### config.mk
export PLATFORM = sky130hd
export DESIGN_NAME = positional_list_store_top
export DESIGN_NICKNAME = d
export VERILOG_FILES = /design/src/plst_pkg.sv /design/src/positional_list_store_top.sv
export SDC_FILE = /design/constraint.sdc
export NUM_CORES = 2
export LEC_CHECK = 0
export ABC_AREA = 1
export CORE_MARGIN = 10
export CORE_UTILIZATION = 60
export CTS_BUF_LIST = sky130_fd_sc_hd__clkbuf_2 sky130_fd_sc_hd__clkbuf_4 sky130_fd_sc_hd__clkbuf_8
export DETAILED_ROUTE_END_ITERATION = 10
export DONT_BUFFER_PORTS = 1
export MAX_ROUTING_LAYER = met4
export PLACE_DENSITY = 0.73
export SYNTH_ARGS = -nofsm -noshare
export SYNTH_HDL_FRONTEND = slang
export SYNTH_SLANG_ARGS = --single-unit
export TNS_END_PERCENT = 5
### constraint.sdc
create_clock -name clock -period 8.8 [get_ports clock]
set_input_delay 1.32 -clock clock [delete_from_list [all_inputs] [get_ports clock]]
set_output_delay 1.32 -clock clock [all_outputs]
set_load 0.01 [all_outputs]
### src/plst_pkg.sv
// Shared types and constants for the positional list store.
// Used by positional_list_store_top; no other dependencies.
package plst_pkg;

   // Default list capacity (elements).
   localparam int CAPACITY_DEF = 32;

   // Request and response field widths.
   localparam int OP_W    = 3;
   localparam int VALUE_W = 32;
   localparam int POS_W   = 6;
   localparam int COUNT_W = 6;
   localparam int STAT_W  = 2;

   // Bus widths, fields packed from bit 0 and padded to whole bytes.
   localparam int REQ_DATA_W = 48;
   localparam int RSP_DATA_W = 40;

   // Width for position checks; covers length + 1 up to capacity 64 plus one.
   localparam int CMP_W = 8;

   typedef enum logic [OP_W-1:0] {
      OP_INS_HEAD = 3'd0,
      OP_INS_TAIL = 3'd1,
      OP_DEL_HEAD = 3'd2,
      OP_DEL_TAIL = 3'd3,
      OP_INS_AT   = 3'd4,
      OP_DEL_AT   = 3'd5,
      OP_DUMP     = 3'd6,
      OP_NONE     = 3'd7
   } op_type;

   typedef enum logic [STAT_W-1:0] {
      STAT_OK      = 2'd0,
      STAT_INVALID = 2'd1,
      STAT_FULL    = 2'd2,
      STAT_EMPTY   = 2'd3
   } status_type;

   typedef enum logic [3:0] {
      S_IDLE,
      S_INS_RD,
      S_INS_WR,
      S_INS_PUT,
      S_DEL_RD,
      S_DEL_WR,
      S_DUMP_RD,
      S_DUMP_OUT,
      S_DONE
   } state_type;

endpackage

### src/positional_list_store_top.sv
// Positional list store: bounded ordered list of signed 32-bit values in one
// memory, shifted one element at a time by a small sequencer.
// Depends on plst_pkg.
//
//   Channel   Dir   Payload (low bit first)                         Marker
//   req_*     in    operation[2:0] value[34:3] position[40:35]      -
//   rsp_*     out   element[31:0] count[37:32] status[39:38]        tlast
//
// Each request is finished before the next is accepted. Insert shifts elements from the
// tail down to 0-based index i, then writes the value; delete shifts elements above i down
// by one; dump sends one response per element; rejected or no-op requests get one response.
// Each shift step is a memory read followed by a write; req_tready is high only in idle.
// Synchronous active-high reset empties the list; cell contents are not cleared.
// A stalled response holds in the output register and the sequencer waits.
module positional_list_store_top
   import plst_pkg::*;
#(
   parameter int CAPACITY = CAPACITY_DEF
) (
   input  logic                  clock,
   input  logic                  reset,
   input  logic                  req_tvalid,
   output logic                  req_tready,
   input  logic [REQ_DATA_W-1:0] req_tdata,   // operation, value, position, zero pad
   output logic                  rsp_tvalid,
   input  logic                  rsp_tready,
   output logic [RSP_DATA_W-1:0] rsp_tdata,   // element, count, status
   output logic                  rsp_tlast
);

   localparam int IDX_W = (CAPACITY > 1) ? $clog2(CAPACITY) : 1;
   localparam int LEN_W = $clog2(CAPACITY + 1);

   // Request fields
   op_type                      req_op;
   logic signed [VALUE_W-1:0]   req_value;
   logic [POS_W-1:0]            req_pos;

   // Sequencer and datapath registers
   state_type                   state_ff, state_in;
   logic [LEN_W-1:0]            length_ff, length_in;
   logic [IDX_W-1:0]            ptr_ff, ptr_in;
   logic [IDX_W-1:0]            idx_ff, idx_in;
   logic signed [VALUE_W-1:0]   value_ff, value_in;
   status_type                  stat_ff, stat_in;

   // Memory
   logic [VALUE_W-1:0]          mem [CAPACITY];
   logic [VALUE_W-1:0]          rd_data_ff;
   logic [IDX_W-1:0]            rd_addr;
   logic                        wr_en;
   logic [IDX_W-1:0]            wr_addr;
   logic [VALUE_W-1:0]          wr_data;

   // Response register
   logic                        rsp_valid_ff, rsp_valid_in;
   logic signed [VALUE_W-1:0]   rsp_elem_ff, rsp_elem_in;
   logic [COUNT_W-1:0]          rsp_count_ff, rsp_count_in;
   status_type                  rsp_stat_ff, rsp_stat_in;
   logic                        rsp_last_ff, rsp_last_in;
   logic                        rsp_load;
   logic                        out_free;

   // Request decode helpers
   logic [CMP_W-1:0]            len_c;
   logic [CMP_W-1:0]            pos1;
   logic                        is_ins;
   logic                        is_del;
   logic                        ptr_at_end;
   logic                        dump_last;

   assign req_op    = op_type'(req_tdata[OP_W-1:0]);
   assign req_value = req_tdata[OP_W +: VALUE_W];
   assign req_pos   = req_tdata[OP_W+VALUE_W +: POS_W];

   assign req_tready = (state_ff == S_IDLE);
   assign out_free   = !rsp_valid_ff || rsp_tready;
   assign len_c      = CMP_W'(length_ff);

   // Delete walk ends when the next source would be past the last element
   assign ptr_at_end = ((LEN_W'(ptr_ff) + LEN_W'(1)) >= length_ff);
   assign dump_last  = ((LEN_W'(ptr_ff) + LEN_W'(1)) == length_ff);

   // 1-based target position for the incoming request
   always_comb begin
      is_ins = 1'b0;
      is_del = 1'b0;
      pos1   = CMP_W'(req_pos);
      unique case (req_op)
         OP_INS_HEAD: begin
            is_ins = 1'b1;
            pos1   = CMP_W'(1);
         end
         OP_INS_TAIL: begin
            is_ins = 1'b1;
            pos1   = len_c + CMP_W'(1);
         end
         OP_INS_AT: begin
            is_ins = 1'b1;
         end
         OP_DEL_HEAD: begin
            is_del = 1'b1;
            pos1   = CMP_W'(1);
         end
         OP_DEL_TAIL: begin
            is_del = 1'b1;
            pos1   = len_c;
         end
         OP_DEL_AT: begin
            is_del = 1'b1;
         end
         default: begin
            is_ins = 1'b0;
         end
      endcase
   end

   // Next state and sequencer registers
   always_comb begin
      state_in  = state_ff;
      length_in = length_ff;
      ptr_in    = ptr_ff;
      idx_in    = idx_ff;
      value_in  = value_ff;
      stat_in   = stat_ff;
      unique case (state_ff)
         S_IDLE: begin
            if (req_tvalid) begin
               value_in = req_value;
               idx_in   = IDX_W'(pos1 - CMP_W'(1));
               stat_in  = STAT_OK;
               state_in = S_DONE;
               if (is_ins) begin
                  if (pos1 < CMP_W'(1) || pos1 > len_c + CMP_W'(1)) begin
                     stat_in = STAT_INVALID;
                  end else if (len_c >= CMP_W'(CAPACITY)) begin
                     stat_in = STAT_FULL;
                  end else begin
                     ptr_in   = IDX_W'(length_ff);
                     state_in = S_INS_RD;
                  end
               end else if (is_del) begin
                  if (length_ff == '0) begin
                     stat_in = STAT_EMPTY;
                  end else if (pos1 < CMP_W'(1) || pos1 > len_c) begin
                     stat_in = STAT_INVALID;
                  end else begin
                     ptr_in   = IDX_W'(pos1 - CMP_W'(1));
                     state_in = S_DEL_RD;
                  end
               end else if (req_op == OP_DUMP) begin
                  if (length_ff == '0) begin
                     stat_in = STAT_EMPTY;
                  end else begin
                     ptr_in   = '0;
                     state_in = S_DUMP_RD;
                  end
               end else begin
                  stat_in = STAT_INVALID;
               end
            end
         end
         S_INS_RD: begin
            state_in = (ptr_ff == idx_ff) ? S_INS_PUT : S_INS_WR;
         end
         S_INS_WR: begin
            ptr_in   = ptr_ff - IDX_W'(1);
            state_in = S_INS_RD;
         end
         S_INS_PUT: begin
            length_in = length_ff + LEN_W'(1);
            state_in  = S_DONE;
         end
         S_DEL_RD: begin
            if (ptr_at_end) begin
               length_in = length_ff - LEN_W'(1);
               state_in  = S_DONE;
            end else begin
               state_in = S_DEL_WR;
            end
         end
         S_DEL_WR: begin
            ptr_in   = ptr_ff + IDX_W'(1);
            state_in = S_DEL_RD;
         end
         S_DUMP_RD: begin
            state_in = S_DUMP_OUT;
         end
         S_DUMP_OUT: begin
            if (out_free) begin
               if (dump_last) begin
                  state_in = S_IDLE;
               end else begin
                  ptr_in   = ptr_ff + IDX_W'(1);
                  state_in = S_DUMP_RD;
               end
            end
         end
         S_DONE: begin
            if (out_free) begin
               state_in = S_IDLE;
            end
         end
         default: begin
            state_in = S_IDLE;
         end
      endcase
   end

   // Memory controls and response loading
   always_comb begin
      rd_addr      = ptr_ff;
      wr_en        = 1'b0;
      wr_addr      = ptr_ff;
      wr_data      = rd_data_ff;
      rsp_load     = 1'b0;
      rsp_elem_in  = '0;
      rsp_stat_in  = stat_ff;
      rsp_last_in  = 1'b1;
      rsp_count_in = COUNT_W'(length_ff);
      unique case (state_ff)
         S_INS_RD: begin
            rd_addr = ptr_ff - IDX_W'(1);
         end
         S_INS_WR: begin
            wr_en = 1'b1;
         end
         S_INS_PUT: begin
            wr_en   = 1'b1;
            wr_addr = idx_ff;
            wr_data = value_ff;
         end
         S_DEL_RD: begin
            rd_addr = ptr_ff + IDX_W'(1);
         end
         S_DEL_WR: begin
            wr_en = 1'b1;
         end
         S_DUMP_OUT: begin
            rsp_load    = out_free;
            rsp_elem_in = rd_data_ff;
            rsp_stat_in = STAT_OK;
            rsp_last_in = dump_last;
         end
         S_DONE: begin
            rsp_load = out_free;
         end
         default: begin
            wr_en = 1'b0;
         end
      endcase
   end

   // Response register valid
   always_comb begin
      if (rsp_load) begin
         rsp_valid_in = 1'b1;
      end else if (rsp_tready) begin
         rsp_valid_in = 1'b0;
      end else begin
         rsp_valid_in = rsp_valid_ff;
      end
   end

   // Control registers
   always_ff @(posedge clock) begin
      if (reset) begin
         state_ff     <= S_IDLE;
         length_ff    <= '0;
         rsp_valid_ff <= 1'b0;
      end else begin
         state_ff     <= state_in;
         length_ff    <= length_in;
         rsp_valid_ff <= rsp_valid_in;
      end
   end

   // Datapath registers
   always_ff @(posedge clock) begin
      ptr_ff   <= ptr_in;
      idx_ff   <= idx_in;
      value_ff <= value_in;
      stat_ff  <= stat_in;
      if (rsp_load) begin
         rsp_elem_ff  <= rsp_elem_in;
         rsp_count_ff <= rsp_count_in;
         rsp_stat_ff  <= rsp_stat_in;
         rsp_last_ff  <= rsp_last_in;
      end
   end

   // Cell memory: one write, one registered read per cycle
   always_ff @(posedge clock) begin
      if (wr_en) begin
         mem[wr_addr] <= wr_data;
      end
      rd_data_ff <= mem[rd_addr];
   end

   assign rsp_tvalid = rsp_valid_ff;
   assign rsp_tlast  = rsp_last_ff;
   assign rsp_tdata  = {rsp_stat_ff, rsp_count_ff, rsp_elem_ff};

endmodule
**After elaboration in Yosys (flattened, before gate mapping)**

Memory sizes are Yosys's and may differ from the RTL's. A register that Yosys moved wholly into a read port is not among the register bits.
Index checks and enable logic that the tools add are counted.

- Latch bits: 0
- ROM bits: 0
- Bits of input ports: 52
- RAM bits: 1,024
- Word-level logic and storage cells: 118
- Output and inout bits: 43
- Memories kept: 1
- Register bits: 96

- Div/mod/pow operators: 0
- Order comparisons: 5
- Reductions and logical operators: 19
- Equal/unequal tests: 26
- Multipliers: 0
- Add/subtract/negate cells: 7
- Bitwise operators: 0
- Multiplexer cells: 49
- Shift-type cells: 0

Memories:

| name | depth | width | rd ports | clocked after memory_dff | write ports | RTL line | RTL |
|---|---|---|---|---|---|---|---|
| mem | 32 | 32 | 1 | 1 | 1 | positional_list_store_top.sv:48 | `logic [VALUE_W-1:0] mem [CAPACITY];` |

Operators with widths:

| kind | number |
|---|---|
| $mux 5 | 12 |
| $mux 4 | 12 |
| $pmux 4 s9 | 1 |
| $mux 32 | 1 |
| $pmux 7 s3 | 1 |
| $pmux 5 s4 | 1 |
| $eq 4x3->1 const B | 4 |
| $mux 2 | 7 |
| $pmux 6 s2 | 1 |
| $mux 1 | 10 |
| $ne 2x2->1 const B | 5 |
| $pmux 5 s2 | 1 |
| $sub 5x1->5 const B | 2 |
| $eq 3x3->1 const B | 3 |
| $ne 3x3->1 const B | 3 |
| $reduce_and 9->1 | 1 |
| $reduce_or 3->1 | 3 |
| $eq 4x2->1 const B | 2 |
| $add 6x1->7 const B | 1 |
| $gt 7x6->1 | 1 |
| $gt 7x7->1 | 1 |
| $lt 7x1->1 const B | 1 |
| $add 5x1->6 const B | 1 |
| $add 6x1->6 const B | 1 |
| other kinds (24) | 30 |

**Logic depth before layout (Yosys ltp)**

- Word-level depth: 11
- Mapped depth: 22
- Depth with buffers taken out: 22

**Least setup slack after synthesis**

No wires, ideal clock.

- Path kind: in2reg
- Start: input req_tdata[2]
- End: register ptr_ff[0], enable pin
- Setup time: 374 ps
- Data required time: 8,426 ps
- Arrival time: 3,535 ps
- Setup slack: 4,892 ps
- Buffers on the path: 0
- Stages: 21
- Cells stage by stage: inv_2 -> nand2_1 -> nor2_1 -> nand3_1 -> nand3_1 -> o21ai_0 -> inv_1 -> ha_1 -> nand2_1 -> nor2_1 -> a211oi_1 -> nand2_1 -> nand2_1 -> nand2_1 -> nand2_1 -> nand2_1 -> nand2_1 -> nand2_1 -> a31oi_1 -> nand2_1 -> nor3_1

- Word-level cells in the longest chain between the ends: 7
- Elaborated cells between the ends (all ways): 24
- Classes of those cells: order compare: 3; eq/ne: 11; mux: 3; reduce/logical: 7

RTL lines:

| what | RTL line | RTL |
|---|---|---|
| start: declaration | positional_list_store_top.sv:24 | `input logic [REQ_DATA_W-1:0] req_tdata,` |
| $eq 3x2->1 / $logic_not 3->1 (equally long branches) | positional_list_store_top.sv:89 | `unique case (req_op)` |
| $reduce_or 2->1 (no line) | -- |  |
| $pmux 7 s3 | positional_list_store_top.sv:89 |  |
| $lt 7x1->1 (tied with other cells) | positional_list_store_top.sv:134, positional_list_store_top.sv:145 |  |
| $logic_or 1x1->1 (on tied branches) | positional_list_store_top.sv:145, positional_list_store_top.sv:134 |  |
| $ne 4x4->1 (no line) / $ne 3x3->1 (equally long branches) | -- |  |
| $reduce_and 9->1 (no line) (*) | -- |  |
| end signal: assignment | positional_list_store_top.sv:280 | `ptr_ff <= ptr_in;` |
| end: declaration | positional_list_store_top.sv:42 | `logic [IDX_W-1:0] ptr_ff, ptr_in;` |

Mark *: on every way between the ends. The rest lies on a longest branch, timed or not.
A chain may end at the register's enable or synchronous reset.

**Final worst setup path**

- Start: register ptr_ff[0]
- End: register rd_data_ff[29], read port of mem

- Word-level cells in the longest chain between the ends: 2
- Elaborated cells between the ends (all ways): 3
- Classes of those cells: add/sub: 2; mux: 1

RTL lines:

| what | RTL line | RTL |
|---|---|---|
| $add 5x1->5 / $sub 5x1->5 (equally long branches) | positional_list_store_top.sv:234, positional_list_store_top.sv:223 |  |
| $pmux 5 s2 (*) | positional_list_store_top.sv:221 | `unique case (state_ff)` |
| end: declaration | positional_list_store_top.sv:49 | `logic [VALUE_W-1:0] rd_data_ff;` |

Marks and branches as above.

==> metrics.csv <==
stage;metric;value;unit
finish;# nets final;3508;
floorplan;die extent in y;296;um
global_routing;GRT Total Usage;0.288;
clock_network;postcts setup bufs;0;
placed_design;DP HPWL;65500;um
finish;commonest non-fill, non-tap cell in the layout;edfxtp_1;
global_routing;Overflow after GRT;0;
synthesis;asr flop ratio synth;0;
sta;Slew Viols, Final;0;
worst_setup_path;Worst setup EP type;register;
worst_setup_path;CP Max Fanout;96;
synthesis;Synth Warn #;0;
clock_network;largest buffer count on any clock path;3;
synthesis;Synth area leaders;edfxtp_1, nor2_1, o221ai_1, o21ai_0, o21ai_1;
floorplan;Top Ports;95;
detailed_routing;via/cell ratio;6.63;
detailed_routing;initial DRC count;4461;
pwr;Peak VDD IR;0.128;mV
global_routing;pin count of the biggest net entering global routing;215;
placed_design;Routability Congestion;0.887;
sta;final setup fails;0;
finish;area delta synth->final;10.1;%
clock_network;Resize count post-CTS;0;
placed_design;Post-Place Worst Slack;4.17;ns
pwr;power per cell area;246;mW/mm2
worst_hold_path;Hold WC Path Type;primary input to register;
finish;fill cell count;5162;
synthesis;Syn Nets;3487;
synthesis;Seq/Total Area, Yosys;0.746;
finish;most frequent cells in the layout;edfxtp_1, nor2_1, o21ai_0;
worst_setup_path;worst endpoint data arrival time;5.49;ns
floorplan;width of the die;296;um
global_routing;initial antenna violation count;5;
sta;TNS Setup;0;ns
synthesis;synthesized flop and latch total;1152;
synthesis;leading area contributor after synthesis;edfxtp_1;
synthesis;Main synth FF type;edfxtp_1;
floorplan;Starting Density;0.604;
clock_network;Worst-path clk slew;0.06;ns
clock_network;Worst-Skew Late Latency;0.84;ns
global_routing;number of global-route vias before repair;29800;
sta;headroom to the max-slew limit;0.0278;
sta;final worst setup slack;4.08;ns
clock_network;Clock Sinks;1152;
pwr;leakage;16.3;nW
detailed_routing;Residual DRC;0;
sta;period utilization;0.536;
finish;area of the multi-input gates;0.0106;mm2
run;max_cap viols;0;
detailed_routing;Routed WL;123000;um
synthesis;count of cell types in the netlist;43;
finish;Register Area;0.0342;mm2
clock_network;Num CTS Buffers;176;
synthesis;Syn Std Cell Area;0.0458;mm2
sta;Final min period;4.72;ns
synthesis;share of the synthesized area in the top cell type;0.727;
sta;Max Fclk;212;MHz
clock_network;clock tree root driver cell;clkbuf_8;
clock_network;Hold Buf Count CTS;0;
detailed_routing;Post-DRT Antenna Nets;0;
sta;worst clock skew;0.0358;ns
placed_design;port bufs;0;
floorplan;Core Area;0.0758;mm2
placed_design;# placed instances;4229;
sta;RSZ-0062 raised after global routing;no;
clock_network;H-tree Lvls;4;
finish;fin cells;4559;
worst_setup_path;Crit Path Category;register to register;
detailed_routing;via count;30200;
floorplan;Die ar.;0.0878;mm2
synthesis;Synth Instances;3408;
worst_setup_path;Critical Path Start Type;register;
detailed_routing;TritonRoute pass-1 iters;5;
global_routing;first-pass GRT wire length;183000;um
worst_setup_path;slowest CP cell;buf_4;
detailed_routing;drt wl/cell;26.9;um
worst_setup_path;slowest stage delay, CP;1.00;ns
finish;final core utilization;0.665;
floorplan;row count;101;
finish;share of post-route cells with drive strength above 1;0.126;
synthesis;Post-synth EDFFs;1109;
run_status;outcome;finished clean;
sta;Tightest Pin Transition;1.46;ns
worst_setup_path;Req. time, crit path;9.57;ns
sta;Final Hold Viols;0;
worst_setup_path;CP Cell Sequence;inv_1 > ha_1 > nand2_1 > o21ai_2 > a21oi_4 > buf_4 > buf_4 > o21ai_0 > o221ai_1 > nand3_1 > nand3_1 > and2_1;
synthesis;Mean Syn Cell Area;13.4;um2
clock_network;CTS tree;done;
## per-layer routing
metal / vias up / GRT usage / share of wire
met2: 2112 / 0.432 / 0.46
met4: 0 / 0.119 / 0.037
met5: - / - / 0
met3: 327 / 0.0545 / 0.12
met1: 14800 / 0.387 / 0.38
li1: 13000 / - / -
## cells by family after synthesis
logic type	count (synthesis)	synth area share
and+or+nand+nor	1010	0.0926
DFF	1152	0.746
buffers and inverters	328	0.0330
xor gates and xnor gates	15	0.00287
AOI/OAI and AO/OA	876	0.118
adders and majority gates	27	0.00754
## path summary, 6_finish.rpt
check	startpoint	end	slack, ns	cells after the start
setup reg to reg	ptr_ff[0]$_DFFE_PP_	rd_data_ff[29]$_DFF_P_	4.08	12
hold reg to reg	rd_data_ff[3]$_DFF_P_	rsp_elem_ff[3]$_SDFFCE_PN0P_	0.57	2
setup / recovery	ptr_ff[0]$_DFFE_PP_	rd_data_ff[29]$_DFF_P_	4.08	12
hold / removal	reset	state_ff[0]$_SDFFE_PP0P_	0.57	1
## flip-flops by register name, summed over array words and instances, names as in the netlist
register,count
rd_data_ff,32
stat_ff,2
rsp_tvalid,1
state_ff,4
rsp_tlast,1
ptr_ff,5
rsp_count_ff,6
value_ff,32
rsp_stat_ff,2
length_ff,6
rsp_elem_ff,32
mem,1024
idx_ff,5
## report_power, final
part           total (mW)  internal, mW  switching (mW)
clock network        4.37          2.33            2.04
logic                1.53         0.338            1.19
registers            6.49          6.45          0.0426
## critical path: cells and delay by family, from the launching register on
family / cells / cell delay (ns)
flip-flops: 1 / 0.52
AND/OR/NAND/NOR: 4 / 0.68
AO/OA/AOI/OAI: 4 / 0.74
adder cells (fa/ha/maj): 1 / 0.42
buffers and inverters: 3 / 2.15
## metrics by stage
stage                     hold slack (ns)  total power [mW]  cell area [um2]
after global routing                0.530              12.8            50400
after floorplan                     0.406              7.53            45800
after CTS                           0.509              12.4            50400
final                               0.568              12.4            50400
after global placement              0.553              8.00            46900
after detailed placement            0.550              8.08            46900
## synth_stat cells (3+ instances only)
library cell / instances
a22oi_1: 3
o21ai_0: 277
and2_1: 32
inv_1: 89
buf_1: 18
edfxtp_1: 1109
nand3_1: 220
dfxtp_1: 43
clkbuf_1: 36
a21oi_1: 55
o211ai_1: 5
inv_2: 6
buf_4: 12
nor2_1: 644
buf_2: 161
nand4_1: 11
a31oi_1: 3
xor2_1: 9
xnor2_1: 6
ha_1: 26
o21ai_1: 262
o221ai_1: 259
buf_6: 4
nand2_1: 89
or2_2: 3
## cell type report
class	instances	area share
clock inverters	68	0.00836
clock buffers	256	0.0612
diodes	6	0.000298
inverters	97	0.00774
repair buffers	74	0.0113
multi-input cells	1928	0.210
well taps	978	0.0243
flip-flops and latches	1152	0.677
(Power assumes the default switching activity.)
